$ cat config.mk
export PLATFORM = sky130hd
export DESIGN_NAME = mpbm_fifo
export DESIGN_NICKNAME = d
export VERILOG_FILES = /design/src/design/mpbm_pkg.sv /design/src/design/mpbm_fifo.sv
export SDC_FILE = /design/constraint.sdc
export NUM_CORES = 1
export LEC_CHECK = 0
export BUFFER_PORTS_ARGS = -buffer_cell sky130_fd_sc_hd__buf_2
export CAP_MARGIN = 20
export CORE_UTILIZATION = 45
export DETAILED_ROUTE_END_ITERATION = 7
export PLACE_DENSITY = 0.78
export RECOVER_POWER = 25
export SLEW_MARGIN = 30
export SYNTH_ARGS = -nofsm -noshare
export SYNTH_HDL_FRONTEND = slang
export SYNTH_SLANG_ARGS = --single-unit
$ cat constraint.sdc
create_clock -name clk -period 2.85 [get_ports clk]
set_input_delay 0.57 -clock clk [delete_from_list [all_inputs] [get_ports clk]]
set_output_delay 0.57 -clock clk [all_outputs]
set_load 0.01 [all_outputs]
$ cat src/design/mpbm_pkg.sv
// shared types and constants of the multi-pattern byte matcher
`default_nettype none

package mpbm_pkg;

  // field widths fixed by the request and result formats
  localparam int SYM_W = 8;
  localparam int ID_W = 5;
  localparam int POS_W = 32;

  // default sizes handed to the top level
  localparam int MAX_NODES_DEF = 256;
  localparam int MAX_PATTERNS_DEF = 32;
  localparam int ALPHABET_DEF = 256;

  // most results one scan byte may give
  localparam int RESULT_CAP = 32;
  localparam int CNT_W = $clog2(RESULT_CAP + 1);

  // request operations
  typedef enum logic [1:0] {
    OP_CLEAR = 2'd0,
    OP_ADD   = 2'd1,
    OP_BUILD = 2'd2,
    OP_SCAN  = 2'd3
  } op_t;

  // result status codes
  typedef enum logic [1:0] {
    ST_DONE  = 2'd0,
    ST_MATCH = 2'd1,
    ST_FULL  = 2'd2
  } status_t;

  typedef struct packed {
    op_t              op;
    logic [SYM_W-1:0] symbol;
    logic             pattern_end;
    logic [ID_W-1:0]  pattern_id;
  } in_t;

  typedef struct packed {
    status_t          status;
    logic [POS_W-1:0] position;
    logic [ID_W-1:0]  match_id;
    logic             last;
  } out_t;

  // classified request between front and back
  typedef struct packed {
    op_t              op;
    logic [SYM_W-1:0] symbol;
    logic             sym_ok;
    logic             pattern_end;
    logic [ID_W-1:0]  pattern_id;
    logic             pid_ok;
  } cmd_t;

endpackage

`default_nettype wire

$ cat src/design/mpbm_fifo.sv
// two-entry queue of classified requests
`default_nettype none

module mpbm_fifo (
  input  wire logic           clk,
  input  wire logic           rst,
  input  wire logic           push,
  input  wire mpbm_pkg::cmd_t push_cmd,
  output logic                full,
  input  wire logic           pop,
  output logic                head_valid,
  output mpbm_pkg::cmd_t      head
);

  mpbm_pkg::cmd_t slots [2];
  logic       wr_ptr;
  logic       rd_ptr;
  logic [1:0] fill;

  assign full = (fill == 2'd2);
  assign head_valid = (fill != 2'd0);
  assign head = slots[rd_ptr];

  // payload slots
  always_ff @(posedge clk) begin
    if (push) begin
      slots[wr_ptr] <= push_cmd;
    end
  end

  // pointers and fill level
  always_ff @(posedge clk) begin
    if (rst) begin
      wr_ptr <= 1'b0;
      rd_ptr <= 1'b0;
      fill <= 2'd0;
    end else begin
      if (push) begin
        wr_ptr <= !wr_ptr;
      end
      if (pop) begin
        rd_ptr <= !rd_ptr;
      end
      if (push && !pop) begin
        fill <= fill + 2'd1;
      end else if (pop && !push) begin
        fill <= fill - 2'd1;
      end
    end
  end

endmodule

`default_nettype wire

### Word level (Yosys, flattened, before mapping)

Memory sizes are Yosys's and may differ from the RTL's. A register that Yosys moved wholly into a read port is not among the register bits.
Index checks and enable logic that the tools add are counted.

* add/sub/neg operators: 2
* eq/ne operators: 1
* mux-type cells: 6
* reduce and logical (&&, ||, !) cells: 8

Operators with widths (count)
* 1-bit zero test: 4
* 1-bit 2-to-1 mux: 4
* 2-bit 2-to-1 mux: 2
* 2-bit nonzero test: 2
* 2-bit by 1-bit adder with 2-bit output (second input constant): 1
* 2-bit equality test (second input constant): 1
* 1-bit logical AND: 2
* 2-bit by 1-bit subtractor with 2-bit output (second input constant): 1

* bits in registers: 4
* RAM bits: 36
* output and inout bits: 20
* word-level logic and storage cells: 21
* memories kept: 1

Memories
* slots: words 2, bits a word 18, rd ports 1, clocked after memory_dff 1, wr ports 1, RTL line mpbm_fifo.sv:15 `mpbm_pkg::cmd_t slots [2];`

### Depth between registers and ports, before layout

* word-level depth: 4
* depth in mapped cells: 5

### Worst setup path after synthesis

Ideal clock, no wire load.

* path kind: input-to-reg
* from: input push
* to: memory slots[0][0] (netlist name), enable pin
* arrival: 1420 ps
* data required time: 2455 ps
* path slack: 1036 ps
* cell stages on the path: 1
* path buffers: 0
* cell sequence: nor2b_1

* cells in the longest elaborated chain, start to end: 2

RTL lines
* from (decl): RTL line mpbm_fifo.sv:7 `input wire logic push,`
* 1-bit 2-to-1 mux: RTL line mpbm_fifo.sv:26 `if (push) begin`
* 1-bit 2-to-1 mux (not written as such): RTL line mpbm_fifo.sv:27 `slots[wr_ptr] <= push_cmd;`
* to (decl): RTL line mpbm_fifo.sv:15

Every way passes these cells.

==> qor.yml <==
root_buffer: "clkbuf_4"
drc: 0
cpPeakStageDelay_ns: 0.84
synth_edf_count: 36
synthMuxAreaShare_pct: 13.4
outcome: "complete, no violations"
cp-endpoint: "head[15]"
p_sw_w: 0.000255
final.setup.worst_slack_ns: 0.561
hold_path_class: "input pin to register"
vias: 803
synth-async-reset-ratio_pct: 0
antenna_found_initial: 0
io_buffers: 41
drtIter0Drc: 27
regToRegSetupSlack_ns: 1.39
powerDensity_nw_per_um2: 660
fp-row-count: 20
skew_ns: 0.0111
worstPathRequired_ns: 2.28
crit_buf_inv: 1
power_w: 0.00121
leakage_nw: 0.697
place_area_um2: 1760
hold_violations: 0
ys_ff_latch: 41
ys_types: 17
power_frac_comb_pct: 11.7
seqPwrFrac_pct: 59.4
synth_ff_type: "edfxtp_1"
fin_tns_setup_ns: 0
nNetsFinal: 148
synth_area_um2: 1510
cts_tree: "built"
synth_top_family_by_area: "multiplexers"
ctsResizeCount: 0
dp.cells: 162
cp.depth: 2
worst_pin_slew_ns: 0.842
cts_setup_buffers: 0
grt_overflow: 0
fmax_mhz: 437
dieHeight_um: 59.9
drive_gt1_share_pct: 50.8
stdcell_count: 170
antenna_left: 0
fin_crit_ns: 2.29
start_kind: "register"
synth_compound_area_share_pct: 0.663
synthXorXnorAreaFrac_pct: 2.32
cpMaxStageDelayCell: "dfxtp_1"
worstPathCellList: "mux2_2, buf_2"
rr_endpoint: "slots[1][6]"
coreArea_um2: 3130
yosysMostFrequentCell: "edfxtp_1"
internal-power_w: 0.000954
critPathKind: "register to output pin"
clock_latency_ns: 0.33
r2r_start: "wr_ptr"
die_w_um: 59.9
clk_pin_slew_ns: 0.11
gp_congestion: 0.607
synth_fa_ha_area_share_pct: 0.829
drt_first_pass_iters: 4
clock_sinks: 41
ios: 42
avgSynthCellArea_um2: 19.4
end_kind: "output pin"
yosys_warnings: 0
dp_hpwl_um: 1440
setup_viol_count_final: 0
synthCells: 78
avgRoutedWirePerCell_um: 12.6
diodes: 0
slew_viol_final: 0
reg2reg_depth: 1
vdd_drop_max_uv: 383
grt_max_degree: 19
p_clk_share_pct: 28.9
ys_seq_area_share_pct: 78.2
slew_headroom_pct: 43.9
drv_cap: 0
synth_nets: 101
h-tree-depth: 2
grt_pass1_wl_um: 3480
period_share_pct: 80.3
crit_family: "flip-flops"
drt_wl_total_um: 2150
pre_cts_slack_ns: 0.874
cp_max_fo: 18
via_per_inst: 4.72
rsz0062_at_grt: "false"
syn2layout_area_growth_pct: 21.4
synthSimpleGateAreaFrac_pct: 3.23
grt_pass1_vias: 792
switching_share_pct: 21.1
synth_area_leaders: "edfxtp_1 (72%), mux2_2 (13%), dfxtp_1 (6.6%), xnor2_1 (1.2%), xor2_1 (1.2%)"
synth_top_cell_by_area: "edfxtp_1"
final_cell_area_um2: 1830
synthTopCellsByCount: "edfxtp_1 (36), mux2_2 (18), dfxtp_1 (5)"
die_area_um2: 3590
yosys.area.top_type_share_pct: 71.6
cts_max_path_buffers: 2
cp.arrival_ns: 1.72
hold_buffers: 0
grt_use_total_pct: 14.3
cts_made_buffers: 5
initial_core_util_pct: 48.3
-- power by group through the flow --
stage	clock network, W	registers [W]	logic, W
6_report	0.000350	0.000719	0.000141
3_5_place_dp	0	0.000734	0.000144
4_1_cts	0.000364	0.000720	0.000145
3_3_place_gp	0	0.000731	0.000141
2_1_floorplan	0	0.000719	0.0000958
5_1_grt	0.000385	0.000725	0.000157
-- how the worst min path moves through the flow --
| stage | to | slack (ns) | startpoint | cells after the start |
|---|---|---|---|---|
| after floorplan | fill[1] | 0.46 | fill[1] | 2 |
| after global placement | fill[1] | 0.47 | fill[1] | 2 |
| after detailed placement | fill[1] | 0.50 | fill[1] | 2 |
| after CTS | slots[1][10] | 0.40 | push_cmd[10] | 1 |
| after global routing | slots[0][11] | 0.39 | push_cmd[11] | 1 |
| final | slots[0][10] | 0.42 | push_cmd[10] | 1 |
-- cells in the final DEF (no fill, tap or decap) --
cell / Yosys / routed
xor2_1: 2 / 2
a21oi_1: 1 / 1
clkbuf_1: 0 / 6
and2b_2: 1 / 1
nor2b_2: 0 / 1
ha_1: 1 / 1
mux2_2: 18 / 18
clkbuf_4: 0 / 5
or3_1: 1 / 1
xnor2_1: 2 / 2
buf_4: 0 / 1
inv_1: 1 / 1
bufinv_16: 0 / 1
o21ai_0: 1 / 1
and2_1: 1 / 1
nor2_1: 4 / 4
clkinv_1: 0 / 1
edfxtp_1: 36 / 36
buf_2: 1 / 36
dfxtp_1: 5 / 5
or2_2: 1 / 1
-- cell families (layout without fill, tap and decap cells) --
family,count (synthesis),count (layout)
xor gates and xnor gates,4,4
and+or+nand+nor,9,9
adders and majority gates,1,1
muxes,18,18
AOI/OAI and AO/OA,2,2
DFF,41,41
buffers and inverters,3,51
-- through the flow --
stage	hold slack (ns)	util [%]
CTS	0.398	58.8
detailed placement	0.496	56.4
global route	0.389	58.6
floorplan	0.456	-
global placement	0.474	56.4
finish	0.417	58.6
-- sequential cells by signal, indices dropped and copies added, names as in the netlist, named ones only --
name,count
slots,36
fill,2
rd_ptr,1
wr_ptr,1
-- final cells by class --
class                           instances  area (µm²)
Timing Repair Buffer                   42         206
Tap cell                               44        55.1
Clock buffer                            6        41.3
Sequential cell                        41        1180
Fill cell                             257        1290
Clock inverter                          2        33.8
Inverter                                1        3.75
Multi-Input combinational cell         34         312
-- layer usage --
metal  wire length [µm]  up-vias  track usage [%]
met5                  0        -                0
met3                147        4             6.06
met2               1090       30             23.5
li1                   -      385                -
met1                868      384             15.5
met4                 36        0             7.97
(Power assumes the default switching activity.)
